File: src/rtl/core/lprp_pkg.sv
// Shared constants, types and helper functions for the lidar packet return parser.
// Used by the front, queue, back and top-level modules; depends on nothing else.
package lprp_pkg;

	localparam int BLOCKS       = 12;
	localparam int LASERS       = 16;
	localparam int BLOCK_BYTES  = 4 + 6 * LASERS;
	localparam int DATA_BYTES   = BLOCKS * BLOCK_BYTES;
	localparam int PACKET_BYTES = DATA_BYTES + 6;
	localparam int POS_W        = 11;
	localparam int POS_MAX      = (1 << POS_W) - 1;
	localparam int OFF_W        = $clog2(BLOCK_BYTES);
	localparam int BLK_W        = 4;
	localparam int CH_W         = $clog2(LASERS);
	localparam int RET_W        = $clog2(2 * LASERS);
	localparam int AZ_W         = 16;
	localparam int DIST_W       = 16;
	localparam int ENTRY_W      = DIST_W + 8;
	localparam int FULL_TURN    = 36000;
	localparam int QDEPTH       = 4;
	localparam int QPTR_W       = $clog2(QDEPTH);
	localparam int QCNT_W       = QPTR_W + 1;

	localparam int OFF_AZ_LO    = 2;
	localparam int OFF_AZ_HI    = 3;
	localparam int OFF_RET      = 4;

	typedef enum logic [1:0] {
		CMD_POINT = 2'd0,
		CMD_DRAIN = 2'd1,
		CMD_ERR   = 2'd2
	} cmd_op_t;

	typedef struct packed {
		cmd_op_t           op;
		logic              err;
		logic [AZ_W-1:0]   az_base;
		logic [AZ_W-1:0]   az_prev;
		logic [AZ_W-1:0]   az_cur;
		logic [DIST_W-1:0] dist_raw;
		logic [7:0]        inten;
		logic [CH_W-1:0]   ch;
		logic [BLK_W-1:0]  blk;
	} cmd_t;

	function automatic logic [AZ_W-1:0] reduce_turn(input logic [AZ_W:0] a);
		logic [AZ_W:0] d;
		d = a - (AZ_W+1)'(FULL_TURN);
		return (a >= (AZ_W+1)'(FULL_TURN)) ? d[AZ_W-1:0] : a[AZ_W-1:0];
	endfunction

	function automatic logic signed [4:0] elevation(input logic [CH_W-1:0] ch);
		logic [4:0] e;
		e = ch[0] ? 5'(ch) : (5'(ch) - 5'd15);
		return signed'(e);
	endfunction

endpackage

File: src/rtl/core/lprp_front.sv
// Front part: accepts packet bytes, tracks the position in the packet and issues commands.
// Holds the second-firing buffer and serves its read port. Depends on lprp_pkg.
module lprp_front import lprp_pkg::*; (
	input  logic               clk,
	input  logic               arst_n,
	input  logic [7:0]         data_byte,
	input  logic               end_of_packet,
	input  logic               in_valid,
	output logic               in_ready,
	output logic               push,
	output cmd_t               push_cmd,
	input  logic               full,
	input  logic [CH_W-1:0]    rd_addr,
	output logic [ENTRY_W-1:0] rd_data_q
);

	logic [POS_W-1:0]   pos_q;
	logic [OFF_W-1:0]   off_q;
	logic [BLK_W-1:0]   blk_q;
	logic [RET_W-1:0]   ret_q;
	logic [1:0]         k_q;
	logic [7:0]         low_q;
	logic [DIST_W-1:0]  dist_q;
	logic [AZ_W-1:0]    azc_q;
	logic [AZ_W-1:0]    azp_q;
	logic               pending_q;
	logic [ENTRY_W-1:0] buf_q [LASERS];

	logic            acc;
	logic            in_data;
	logic            is_az;
	logic            is_ret;
	logic            is_int;
	logic            first_half;
	logic            last_ret;
	logic            last_blk;
	logic            len_err;
	logic            mid_drain;
	logic            end_drain;
	logic            have;
	logic [AZ_W-1:0] az_new;
	logic [CH_W-1:0] slot;

	assign in_ready   = !full;
	assign acc        = in_valid && !full;
	assign in_data    = pos_q < POS_W'(DATA_BYTES);
	assign is_az      = in_data && (off_q == OFF_W'(OFF_AZ_HI));
	assign is_ret     = in_data && (off_q >= OFF_W'(OFF_RET));
	assign is_int     = is_ret && (k_q == 2'd2);
	assign first_half = ret_q < RET_W'(LASERS);
	assign last_ret   = ret_q == RET_W'(2 * LASERS - 1);
	assign last_blk   = blk_q == BLK_W'(BLOCKS - 1);
	assign len_err    = end_of_packet && (pos_q != POS_W'(PACKET_BYTES - 1));
	assign az_new     = reduce_turn({1'b0, data_byte, low_q});
	assign slot       = ret_q[CH_W-1:0];
	assign mid_drain  = is_az && pending_q && (blk_q != '0);
	assign end_drain  = is_int && !first_half && last_ret && last_blk;

	always_comb begin
		push_cmd = '0;
		push_cmd.op = CMD_ERR;
		have = 1'b0;
		if (mid_drain) begin
			have = 1'b1;
			push_cmd.op = CMD_DRAIN;
			push_cmd.az_base = azc_q;
			push_cmd.az_prev = azc_q;
			push_cmd.az_cur = az_new;
			push_cmd.blk = blk_q - BLK_W'(1);
		end else if (is_int && first_half) begin
			have = 1'b1;
			push_cmd.op = CMD_POINT;
			push_cmd.az_base = azc_q;
			push_cmd.dist_raw = dist_q;
			push_cmd.inten = data_byte;
			push_cmd.ch = slot;
			push_cmd.blk = blk_q;
		end else if (end_drain) begin
			have = 1'b1;
			push_cmd.op = CMD_DRAIN;
			push_cmd.az_base = azc_q;
			push_cmd.az_prev = azp_q;
			push_cmd.az_cur = azc_q;
			push_cmd.blk = blk_q;
		end
		push_cmd.err = have && len_err;
		push = acc && (have || len_err);
	end

	always_ff @(posedge clk or negedge arst_n) begin
		if (!arst_n) begin
			pos_q <= '0;
			off_q <= '0;
			blk_q <= '0;
			ret_q <= '0;
			k_q <= '0;
			pending_q <= 1'b0;
		end else if (acc) begin
			if (end_of_packet) begin
				pos_q <= '0;
				off_q <= '0;
				blk_q <= '0;
				ret_q <= '0;
				k_q <= '0;
				pending_q <= 1'b0;
			end else begin
				if (pos_q != POS_W'(POS_MAX)) begin
					pos_q <= pos_q + POS_W'(1);
				end
				if (in_data) begin
					if (off_q == OFF_W'(BLOCK_BYTES - 1)) begin
						off_q <= '0;
						blk_q <= blk_q + BLK_W'(1);
						ret_q <= '0;
						k_q <= '0;
					end else begin
						off_q <= off_q + OFF_W'(1);
						if (is_ret) begin
							if (k_q == 2'd2) begin
								k_q <= '0;
								ret_q <= ret_q + RET_W'(1);
							end else begin
								k_q <= k_q + 2'd1;
							end
						end
					end
				end
				if (mid_drain) begin
					pending_q <= 1'b0;
				end else if (is_int && !first_half && last_ret && !last_blk) begin
					pending_q <= 1'b1;
				end
			end
		end
	end

	always_ff @(posedge clk) begin
		if (acc) begin
			if ((in_data && off_q == OFF_W'(OFF_AZ_LO)) || (is_ret && k_q == 2'd0)) begin
				low_q <= data_byte;
			end
			if (is_ret && k_q == 2'd1) begin
				dist_q <= {data_byte, low_q};
			end
			if (is_az) begin
				azp_q <= azc_q;
				azc_q <= az_new;
			end
			if (is_int && !first_half) begin
				buf_q[slot] <= {dist_q, data_byte};
			end
		end
		rd_data_q <= buf_q[rd_addr];
	end

endmodule

File: src/rtl/core/lprp_queue.sv
// Short command queue between the front and back parts of the packet parser.
// Head entry is visible without a pop. Depends on lprp_pkg.
module lprp_queue import lprp_pkg::*; (
	input  logic clk,
	input  logic arst_n,
	input  logic push,
	input  cmd_t push_cmd,
	input  logic pop,
	output cmd_t head,
	output logic full,
	output logic empty
);

	cmd_t              mem_q [QDEPTH];
	logic [QPTR_W-1:0] wr_q;
	logic [QPTR_W-1:0] rd_q;
	logic [QCNT_W-1:0] count_q;

	assign full  = count_q == QCNT_W'(QDEPTH);
	assign empty = count_q == '0;
	assign head  = mem_q[rd_q];

	always_ff @(posedge clk or negedge arst_n) begin
		if (!arst_n) begin
			wr_q <= '0;
			rd_q <= '0;
			count_q <= '0;
		end else begin
			if (push) begin
				wr_q <= wr_q + QPTR_W'(1);
			end
			if (pop) begin
				rd_q <= rd_q + QPTR_W'(1);
			end
			if (push && !pop) begin
				count_q <= count_q + QCNT_W'(1);
			end else if (pop && !push) begin
				count_q <= count_q - QCNT_W'(1);
			end
		end
	end

	always_ff @(posedge clk) begin
		if (push) begin
			mem_q[wr_q] <= push_cmd;
		end
	end

	a_no_push_full: assert property (@(posedge clk) disable iff (!arst_n)
		push |-> !full) else $error("Command pushed into a full queue.");
	a_no_pop_empty: assert property (@(posedge clk) disable iff (!arst_n)
		pop |-> !empty) else $error("Command popped from an empty queue.");
	a_count_up: assert property (@(posedge clk) disable iff (!arst_n)
		(push && !pop) |=> count_q == $past(count_q) + QCNT_W'(1))
		else $error("Queue count did not follow a push.");

endmodule

File: src/rtl/core/lprp_back.sv
// Back part: expands queued commands into result items held in an output register.
// Computes the second-firing azimuth and walks the buffer. Depends on lprp_pkg.
module lprp_back import lprp_pkg::*; (
	input  logic                clk,
	input  logic                arst_n,
	input  cmd_t                head,
	input  logic                empty,
	output logic                pop,
	output logic [CH_W-1:0]     rd_addr,
	input  logic [ENTRY_W-1:0]  rd_data,
	output logic                out_valid,
	input  logic                out_ready,
	output logic                kind,
	output logic [AZ_W-1:0]     azimuth_centideg,
	output logic [DIST_W:0]     distance_mm,
	output logic [7:0]          intensity,
	output logic [CH_W-1:0]     laser_channel,
	output logic signed [4:0]   elevation_deg,
	output logic [BLK_W-1:0]    block_number,
	output logic                firing_half,
	output logic                last_in_run
);

	typedef enum logic [3:0] {
		ST_HEAD  = 4'b0001,
		ST_SUM   = 4'b0010,
		ST_DRAIN = 4'b0100,
		ST_ERR   = 4'b1000
	} st_t;

	st_t               state_q;
	st_t               state_d;
	logic [CH_W-1:0]   idx_q;
	logic [CH_W-1:0]   idx_d;
	logic [AZ_W-2:0]   half_q;
	logic [AZ_W-1:0]   azd_q;
	logic              valid_q;
	logic              kind_q;
	logic [AZ_W-1:0]   az_q;
	logic [DIST_W:0]   dist_q;
	logic [7:0]        int_q;
	logic [CH_W-1:0]   ch_q;
	logic signed [4:0] elev_q;
	logic [BLK_W-1:0]  blk_q;
	logic              half_sel_q;
	logic              last_q;

	logic              slot_free;
	logic              load;
	logic              l_kind;
	logic [AZ_W-1:0]   l_az;
	logic [DIST_W:0]   l_dist;
	logic [7:0]        l_int;
	logic [CH_W-1:0]   l_ch;
	logic [BLK_W-1:0]  l_blk;
	logic              l_half;
	logic              l_last;
	logic [AZ_W:0]     diff;
	logic [AZ_W:0]     step;

	assign slot_free = !valid_q || out_ready;
	assign diff = {1'b0, head.az_cur} - {1'b0, head.az_prev};
	assign step = diff[AZ_W] ? (diff + (AZ_W+1)'(FULL_TURN)) : diff;
	assign rd_addr = idx_d;

	always_comb begin
		state_d = state_q;
		idx_d = idx_q;
		pop = 1'b0;
		load = 1'b0;
		l_kind = 1'b0;
		l_az = '0;
		l_dist = '0;
		l_int = '0;
		l_ch = '0;
		l_blk = '0;
		l_half = 1'b0;
		l_last = 1'b0;
		case (state_q)
			ST_HEAD: begin
				if (!empty) begin
					case (head.op)
						CMD_POINT: begin
							if (slot_free) begin
								load = 1'b1;
								l_az = head.az_base;
								l_dist = {head.dist_raw, 1'b0};
								l_int = head.inten;
								l_ch = head.ch;
								l_blk = head.blk;
								l_last = !head.err;
								if (head.err) begin
									state_d = ST_ERR;
								end else begin
									pop = 1'b1;
								end
							end
						end
						CMD_DRAIN: begin
							state_d = ST_SUM;
						end
						default: begin
							if (slot_free) begin
								load = 1'b1;
								l_kind = 1'b1;
								l_last = 1'b1;
								pop = 1'b1;
							end
						end
					endcase
				end
			end
			ST_SUM: begin
				idx_d = '0;
				state_d = ST_DRAIN;
			end
			ST_DRAIN: begin
				if (slot_free) begin
					load = 1'b1;
					l_az = azd_q;
					l_dist = {rd_data[ENTRY_W-1:8], 1'b0};
					l_int = rd_data[7:0];
					l_ch = idx_q;
					l_blk = head.blk;
					l_half = 1'b1;
					l_last = (idx_q == CH_W'(LASERS - 1)) && !head.err;
					idx_d = idx_q + CH_W'(1);
					if (idx_q == CH_W'(LASERS - 1)) begin
						if (head.err) begin
							state_d = ST_ERR;
						end else begin
							pop = 1'b1;
							state_d = ST_HEAD;
						end
					end
				end
			end
			ST_ERR: begin
				if (slot_free) begin
					load = 1'b1;
					l_kind = 1'b1;
					l_last = 1'b1;
					pop = 1'b1;
					state_d = ST_HEAD;
				end
			end
			default: begin
				state_d = ST_HEAD;
			end
		endcase
	end

	always_ff @(posedge clk or negedge arst_n) begin
		if (!arst_n) begin
			state_q <= ST_HEAD;
			idx_q <= '0;
			valid_q <= 1'b0;
		end else begin
			state_q <= state_d;
			idx_q <= idx_d;
			if (load) begin
				valid_q <= 1'b1;
			end else if (out_ready) begin
				valid_q <= 1'b0;
			end
		end
	end

	always_ff @(posedge clk) begin
		if (state_q == ST_HEAD) begin
			half_q <= step[AZ_W-1:1];
		end
		if (state_q == ST_SUM) begin
			azd_q <= reduce_turn({1'b0, head.az_base} + (AZ_W+1)'(half_q));
		end
		if (load) begin
			kind_q <= l_kind;
			az_q <= l_az;
			dist_q <= l_dist;
			int_q <= l_int;
			ch_q <= l_ch;
			elev_q <= l_kind ? 5'sd0 : elevation(l_ch);
			blk_q <= l_blk;
			half_sel_q <= l_half;
			last_q <= l_last;
		end
	end

	assign out_valid        = valid_q;
	assign kind             = kind_q;
	assign azimuth_centideg = az_q;
	assign distance_mm      = dist_q;
	assign intensity        = int_q;
	assign laser_channel    = ch_q;
	assign elevation_deg    = elev_q;
	assign block_number     = blk_q;
	assign firing_half      = half_sel_q;
	assign last_in_run      = last_q;

	a_sum_to_drain: assert property (@(posedge clk) disable iff (!arst_n)
		state_q == ST_SUM |=> state_q == ST_DRAIN)
		else $error("Azimuth sum step not followed by the drain.");
	a_pop_done: assert property (@(posedge clk) disable iff (!arst_n)
		(pop && state_q == ST_DRAIN) |-> (idx_q == CH_W'(LASERS - 1)))
		else $error("Drain command released before its last item.");
	a_load_free: assert property (@(posedge clk) disable iff (!arst_n)
		(valid_q && !out_ready) |=> $stable(az_q) && $stable(last_q))
		else $error("Output register changed while stalled.");

endmodule

File: src/rtl/core/lidar_packet_return_parser.sv
// Lidar packet return parser: one payload byte per item in; points and length errors out.
// A first-firing point is queued with its intensity byte; a second firing is drained from the
// buffer via ST_SUM and ST_DRAIN as 16 items, one per cycle unless the output stalls.
// Throughput: one byte per cycle unless the full 4-entry command queue stalls the input.
// Reset (arst_n, asynchronous, active low) clears position, pending flag, queue and output.
// Depends on lprp_pkg, lprp_front, lprp_queue and lprp_back.
module lidar_packet_return_parser import lprp_pkg::*; (
	input  logic                clk,
	input  logic                arst_n,
	input  logic                in_valid,
	output logic                in_ready,
	input  logic [7:0]          data_byte,
	input  logic                end_of_packet,
	output logic                out_valid,
	input  logic                out_ready,
	output logic                kind,
	output logic [AZ_W-1:0]     azimuth_centideg,
	output logic [DIST_W:0]     distance_mm,
	output logic [7:0]          intensity,
	output logic [CH_W-1:0]     laser_channel,
	output logic signed [4:0]   elevation_deg,
	output logic [BLK_W-1:0]    block_number,
	output logic                firing_half,
	output logic                last_in_run
);

	logic               push;
	cmd_t               push_cmd;
	logic               pop;
	cmd_t               head;
	logic               full;
	logic               empty;
	logic [CH_W-1:0]    rd_addr;
	logic [ENTRY_W-1:0] rd_data;

	lprp_front u_front (
		.clk           (clk),
		.arst_n        (arst_n),
		.data_byte     (data_byte),
		.end_of_packet (end_of_packet),
		.in_valid      (in_valid),
		.in_ready      (in_ready),
		.push          (push),
		.push_cmd      (push_cmd),
		.full          (full),
		.rd_addr       (rd_addr),
		.rd_data_q     (rd_data)
	);

	lprp_queue u_queue (
		.clk      (clk),
		.arst_n   (arst_n),
		.push     (push),
		.push_cmd (push_cmd),
		.pop      (pop),
		.head     (head),
		.full     (full),
		.empty    (empty)
	);

	lprp_back u_back (
		.clk              (clk),
		.arst_n           (arst_n),
		.head             (head),
		.empty            (empty),
		.pop              (pop),
		.rd_addr          (rd_addr),
		.rd_data          (rd_data),
		.out_valid        (out_valid),
		.out_ready        (out_ready),
		.kind             (kind),
		.azimuth_centideg (azimuth_centideg),
		.distance_mm      (distance_mm),
		.intensity        (intensity),
		.laser_channel    (laser_channel),
		.elevation_deg    (elevation_deg),
		.block_number     (block_number),
		.firing_half      (firing_half),
		.last_in_run      (last_in_run)
	);

endmodule

File: config.mk
export PLATFORM = sky130hd
export DESIGN_NAME = lidar_packet_return_parser
export DESIGN_NICKNAME = d
export VERILOG_FILES = /design/src/rtl/core/lprp_pkg.sv /design/src/rtl/core/lprp_front.sv /design/src/rtl/core/lprp_queue.sv /design/src/rtl/core/lprp_back.sv /design/src/rtl/core/lidar_packet_return_parser.sv
export SDC_FILE = /design/constraint.sdc
export NUM_CORES = 1
export LEC_CHECK = 0
export BUFFER_PORTS_ARGS = -buffer_cell sky130_fd_sc_hd__buf_2
export CORE_UTILIZATION = 40
export DETAILED_ROUTE_END_ITERATION = 6
export PLACE_DENSITY_LB_ADDON = 0.3
export SLEW_MARGIN = 10
export SYNTH_ARGS = -nofsm -noshare
export SYNTH_HDL_FRONTEND = slang
export SYNTH_HIERARCHICAL = 1
export SYNTH_SLANG_ARGS = --single-unit
File: constraint.sdc
create_clock -name clk -period 8.36 [get_ports clk]
set_input_delay 2.508 -clock clk [delete_from_list [all_inputs] [get_ports clk]]
set_output_delay 2.508 -clock clk [all_outputs]
set_load 0.02 [all_outputs]
==> results_tabular.tex <==
\begin{tabular}{lr}
\hline
Metric & Value \\
\hline
\multicolumn{2}{l}{\textbf{Floorplanning}} \\
Die Wd & 309.7 µm \\
Floorplan core area & 93,610 µm² \\
Number of core rows & 112 \\
Starting density of the core & 0.4047 \\
Die Ht & 309.7 µm \\
Die area & 95,940 µm² \\
Boundary pin count & 72 \\
\multicolumn{2}{l}{\textbf{CTS}} \\
Number of buffers added to fix hold violations after cts & 0 \\
Clock-pin slew reported for the worst setup and hold paths after clock tree synthesis & 0.06 ns \\
Clk Tree Root Cell & sky130\_fd\_sc\_hd\_\_clkbuf\_16 \\
Post-cts gate resize count & 0 \\
Worst-case clock buffer depth & 3 \\
Count of buffers added by post-CTS timing repair for setup & 0 \\
H-Tree Depth & 3 \\
Clock insertion delay at the later pin of the skew report & 0.67 ns \\
Clock tree from TritonCTS & done \\
Cts bufs inserted & 97 \\
Clock sink count & 929 \\
\multicolumn{2}{l}{\textbf{STA}} \\
RSZ-0062 raised after global routing & no \\
Final setup violation count & 0 \\
Summed negative setup slack over all endpoints & 0 ns \\
Period utilisation layout & 0.6551 \\
Worst Tran Pin Value & 0.9637 ns \\
Setup skew after layout & 0.02847 ns \\
Final-report hold violation count & 0 \\
Worst max-slew margin expressed relative to the limit & 0.3575 \\
Timing-limited maximum frequency & 182.6 MHz \\
Post-layout minimum cycle time & 5.477 ns \\
Number of slew-limit violations in the final report & 0 \\
\multicolumn{2}{l}{\textbf{Routing}} \\
Met2 Wirelength & 39,410 µm \\
Routed metal-1 wirelength & 37,210 µm \\
Avg Vias per Cell & 5.604 \\
Number of detailed-route iterations in the first pass & 5 \\
Total wire length & 84,140 µm \\
Residual DRC & 0 \\
Mean routed wirelength per cell & 24.19 µm \\
Total number of vias & 19.49k \\
Wire length on met3 & 5732 µm \\
Remaining number of nets flagged by the antenna check after routing & 0 \\
Initial drt markers & 1,545 \\
Max Used Layer & met5 \\
\multicolumn{2}{l}{\textbf{Place}} \\
Buffers on Ports & 70 \\
Routability congestion estimate & 0.8295 \\
Placed wire-length estimate after detailed placement & 48,820 µm \\
\multicolumn{2}{l}{\textbf{GRT}} \\
Antenna violations before repair & 5 \\
Pin count of the biggest net entering global routing & 98 \\
GRT Total Usage & 0.1778 \\
Via count of the first global-routing pass & 19.72k \\
Global-route wire length before repair & 125,800 µm \\
Residual overflow from global routing & 0 \\
\multicolumn{2}{l}{\textbf{Worst setup path}} \\
Crit start category & input port \\
Signal arrival time at the worst endpoint & 6.00 ns \\
Critical path peak fanout & 73 \\
Worst r2r path cells & 12 \\
Cell repeated most along the worst path & sky130\_fd\_sc\_hd\_\_mux4\_2 \\
CP required & 8.88 ns \\
Worst setup path class & input port to register \\
Critical Path Sink Type & register \\
Crit-path max cell delay & 0.63 ns \\
Slowest library cell on the worst path & sky130\_fd\_sc\_hd\_\_nor2b\_1 \\
Series of cell instances along the critical path & buf\_2 > nor2b\_1 > inv\_1 > ha\_1 > nand2\_1 > nand2\_4 > buf\_12 > mux4\_2 > mux4\_2 \\
\multicolumn{2}{l}{\textbf{Finish}} \\
Layout net count & 2,214 \\
Share of layout cells above drive strength 1 & 0.2240 \\
Number of fill cells & 7,953 \\
Area overhead of the layout relative to synthesis & 13.31\% \\
Commonest cells after routing, fill and taps aside & sky130\_fd\_sc\_hd\_\_edfxtp\_1, sky130\_fd\_sc\_hd\_\_mux4\_2, sky130\_fd\_sc\_hd\_\_clkbuf\_16 \\
Commonest non-fill, non-tap cell in the layout & sky130\_fd\_sc\_hd\_\_edfxtp\_1 \\
\multicolumn{2}{l}{\textbf{Yosys}} \\
Count of flip-flops with a built-in enable after synthesis & 859 \\
Combined area of all synthesized cells & 37,880 µm² \\
Post-synthesis instance total & 2,024 \\
Number of distinct library cell variants in the gate-level netlist after synthesis & 88 \\
Yosys Warn Count & 6 \\
Mean instance size in the synthesized netlist & 18.72 µm² \\
Sequential element share of the synthesized area & 0.7240 \\
Main synth FF type & sky130\_fd\_sc\_hd\_\_edfxtp\_1 \\
Net count after synthesis & 2,092 \\
Post-synth ARST share & 0.04952 \\
Post-synthesis sequential element count & 929 \\
\multicolumn{2}{l}{\textbf{Worst hold path}} \\
Type of the worst min-delay path & register to register \\
Worst hold path stage count & 0 \\
\multicolumn{2}{l}{\textbf{Power and ir drop}} \\
Leakage power total & 14.21 nW \\
Maximum vdd ir drop & 208.0 µV \\
Pwr per Cell Area & 354.9 nW/µm² \\
Tot Pwr & 15.23 mW \\
\multicolumn{2}{l}{\textbf{Status}} \\
Outcome & complete, no violations \\
\multicolumn{2}{l}{\textbf{Job}} \\
Max capacitance violation total & 0 \\
\hline
\end{tabular}
==> layer usage <==
metal,vias up,global-route usage
met5,-,0
met4,8,0.04399
met3,130,0.03306
met2,669,0.2797
met1,10203,0.2560
li1,8479,-
==> critical path, delay by kind of cell <==
kind | cells | cell delay (ns)
buffers and inverters | 3 | 0.85
adder cells (fa/ha/maj) | 1 | 0.33
multiplexers | 2 | 1.06
AND/OR/NAND/NOR | 3 | 1.13
==> report_power, final <==
group / internal (mW) / leakage (nW) / total [mW] / switching (mW)
logic: 2.08 / 4.19 / 4.83 / 2.74
registers: 5.83 / 8.47 / 6.14 / 0.312
clock network: 2.46 / 1.55 / 4.26 / 1.80
total: 10.4 / 14.2 / 15.2 / 4.86
==> cells by family (layout without fill, tap and decap cells) <==
kind of cell,after synthesis,count (layout),share of synthesized area
AND/OR/NAND/NOR,356,356,0.04948
buffers and inverters,148,347,0.01912
multiplexers,214,214,0.1237
XOR/XNOR,51,51,0.01199
adder cells (fa/ha/maj),55,55,0.01876
flip-flops,929,929,0.7240
other,1,2,0.00009899
AO/OA/AOI/OAI,270,270,0.05281
==> final cells by class <==
class	instances	area (µm²)	share of cell area
timing repair buffer	110	675.6	0.01574
tap	1254	1569	0.03655
inverter	61	229.0	0.005334
clock inverter	39	499.2	0.01163
sequential	929	27440	0.6392
antenna	1	2.502	0.00005830
multi-input combinational	947	9816	0.2287
clock buffer	137	2698	0.06285
==> stage by stage <==
| stage | utilization | cell area, µm² | hold WS (ns) | cells | setup WS [ns] |
|---|---|---|---|---|---|
| final | 0.4585 | 42920 | 0.4835 | 3478 | 2.883 |
| after global routing | 0.4585 | 42920 | 0.5084 | 3477 | 2.663 |
| after CTS | 0.4585 | 42920 | 0.4888 | 3477 | 2.862 |
| after detailed placement | 0.4243 | 39720 | 0.4763 | 3301 | 2.163 |
| after global placement | 0.4243 | 39720 | 0.4670 | 3301 | 2.214 |
| after floorplan | - | 37880 | 0.4442 | 2024 | 1.232 |
==> Yosys cell counts, types with 5 or more instances <==
library cell | instances | area share
sky130_fd_sc_hd__edfxtp_1 | 859 | 0.68
sky130_fd_sc_hd__mux4_2 | 203 | 0.12
sky130_fd_sc_hd__a22o_1 | 79 | 0.018
sky130_fd_sc_hd__nor2_1 | 78 | 0.0077
sky130_fd_sc_hd__inv_1 | 60 | 0.0059
sky130_fd_sc_hd__nand2_1 | 56 | 0.0055
sky130_fd_sc_hd__and3_1 | 55 | 0.0091
sky130_fd_sc_hd__ha_1 | 52 | 0.017
sky130_fd_sc_hd__o21ai_0 | 47 | 0.0062
sky130_fd_sc_hd__dfrtp_1 | 45 | 0.030
sky130_fd_sc_hd__clkbuf_1 | 44 | 0.0044
sky130_fd_sc_hd__a21oi_1 | 41 | 0.0054
sky130_fd_sc_hd__xnor2_1 | 34 | 0.0079
sky130_fd_sc_hd__nor3_1 | 32 | 0.0042
sky130_fd_sc_hd__and2_1 | 28 | 0.0046
sky130_fd_sc_hd__nand3_1 | 25 | 0.0033
sky130_fd_sc_hd__dfxtp_1 | 24 | 0.013
sky130_fd_sc_hd__buf_2 | 17 | 0.0022
sky130_fd_sc_hd__xor2_1 | 16 | 0.0037
sky130_fd_sc_hd__nand2b_1 | 12 | 0.0020
sky130_fd_sc_hd__or3_1 | 12 | 0.0020
sky130_fd_sc_hd__a211oi_1 | 11 | 0.0022
sky130_fd_sc_hd__buf_4 | 11 | 0.0022
sky130_fd_sc_hd__nand4_1 | 11 | 0.0018
sky130_fd_sc_hd__o21a_1 | 11 | 0.0022
sky130_fd_sc_hd__o31ai_1 | 11 | 0.0022
sky130_fd_sc_hd__nor2b_1 | 10 | 0.0017
sky130_fd_sc_hd__a21o_1 | 9 | 0.0018
sky130_fd_sc_hd__mux2i_1 | 8 | 0.0021
sky130_fd_sc_hd__buf_1 | 7 | 0.00069
sky130_fd_sc_hd__o21bai_1 | 7 | 0.0014
sky130_fd_sc_hd__buf_12 | 6 | 0.0032
sky130_fd_sc_hd__o211ai_1 | 6 | 0.0012
sky130_fd_sc_hd__nand3b_1 | 5 | 0.00099
sky130_fd_sc_hd__or2_2 | 5 | 0.00083
==> sequential cells by signal (all words and copies together) (netlist names), 5 cells and up <==
register and flops:
u_front/buf_q 384, u_back/intensity 8, u_front/azc_q 16, u_front/low_q 8
u_front/pos_q 11, u_front/off_q 7, u_back/half_q 15, u_back/elevation_deg 5
u_queue/mem_q 332, u_back/azimuth_centideg 16, u_back/azd_q 16, u_front/rd_data_q 24
u_front/azp_q 16, u_front/dist_q 16, u_back/distance_mm 16, u_front/ret_q 5
==> worst paths after layout <==
kind	slack (ns)	endpoint	from
worst max-delay path	2.88	u_front/rd_data_q[14]	out_ready
worst min-delay path	0.48	u_front/dist_q[2]	u_front/low_q[2]
worst max register to register	3.17	u_back/azd_q[11]	u_queue/rd_q[0]
worst min register to register	0.48	u_front/dist_q[2]	u_front/low_q[2]
max in group asynchronous	5.88	u_queue/rd_q[0]	arst_n
min in group asynchronous	1.94	u_front/pos_q[6]	arst_n
Power figures use the tool's default switching activity.
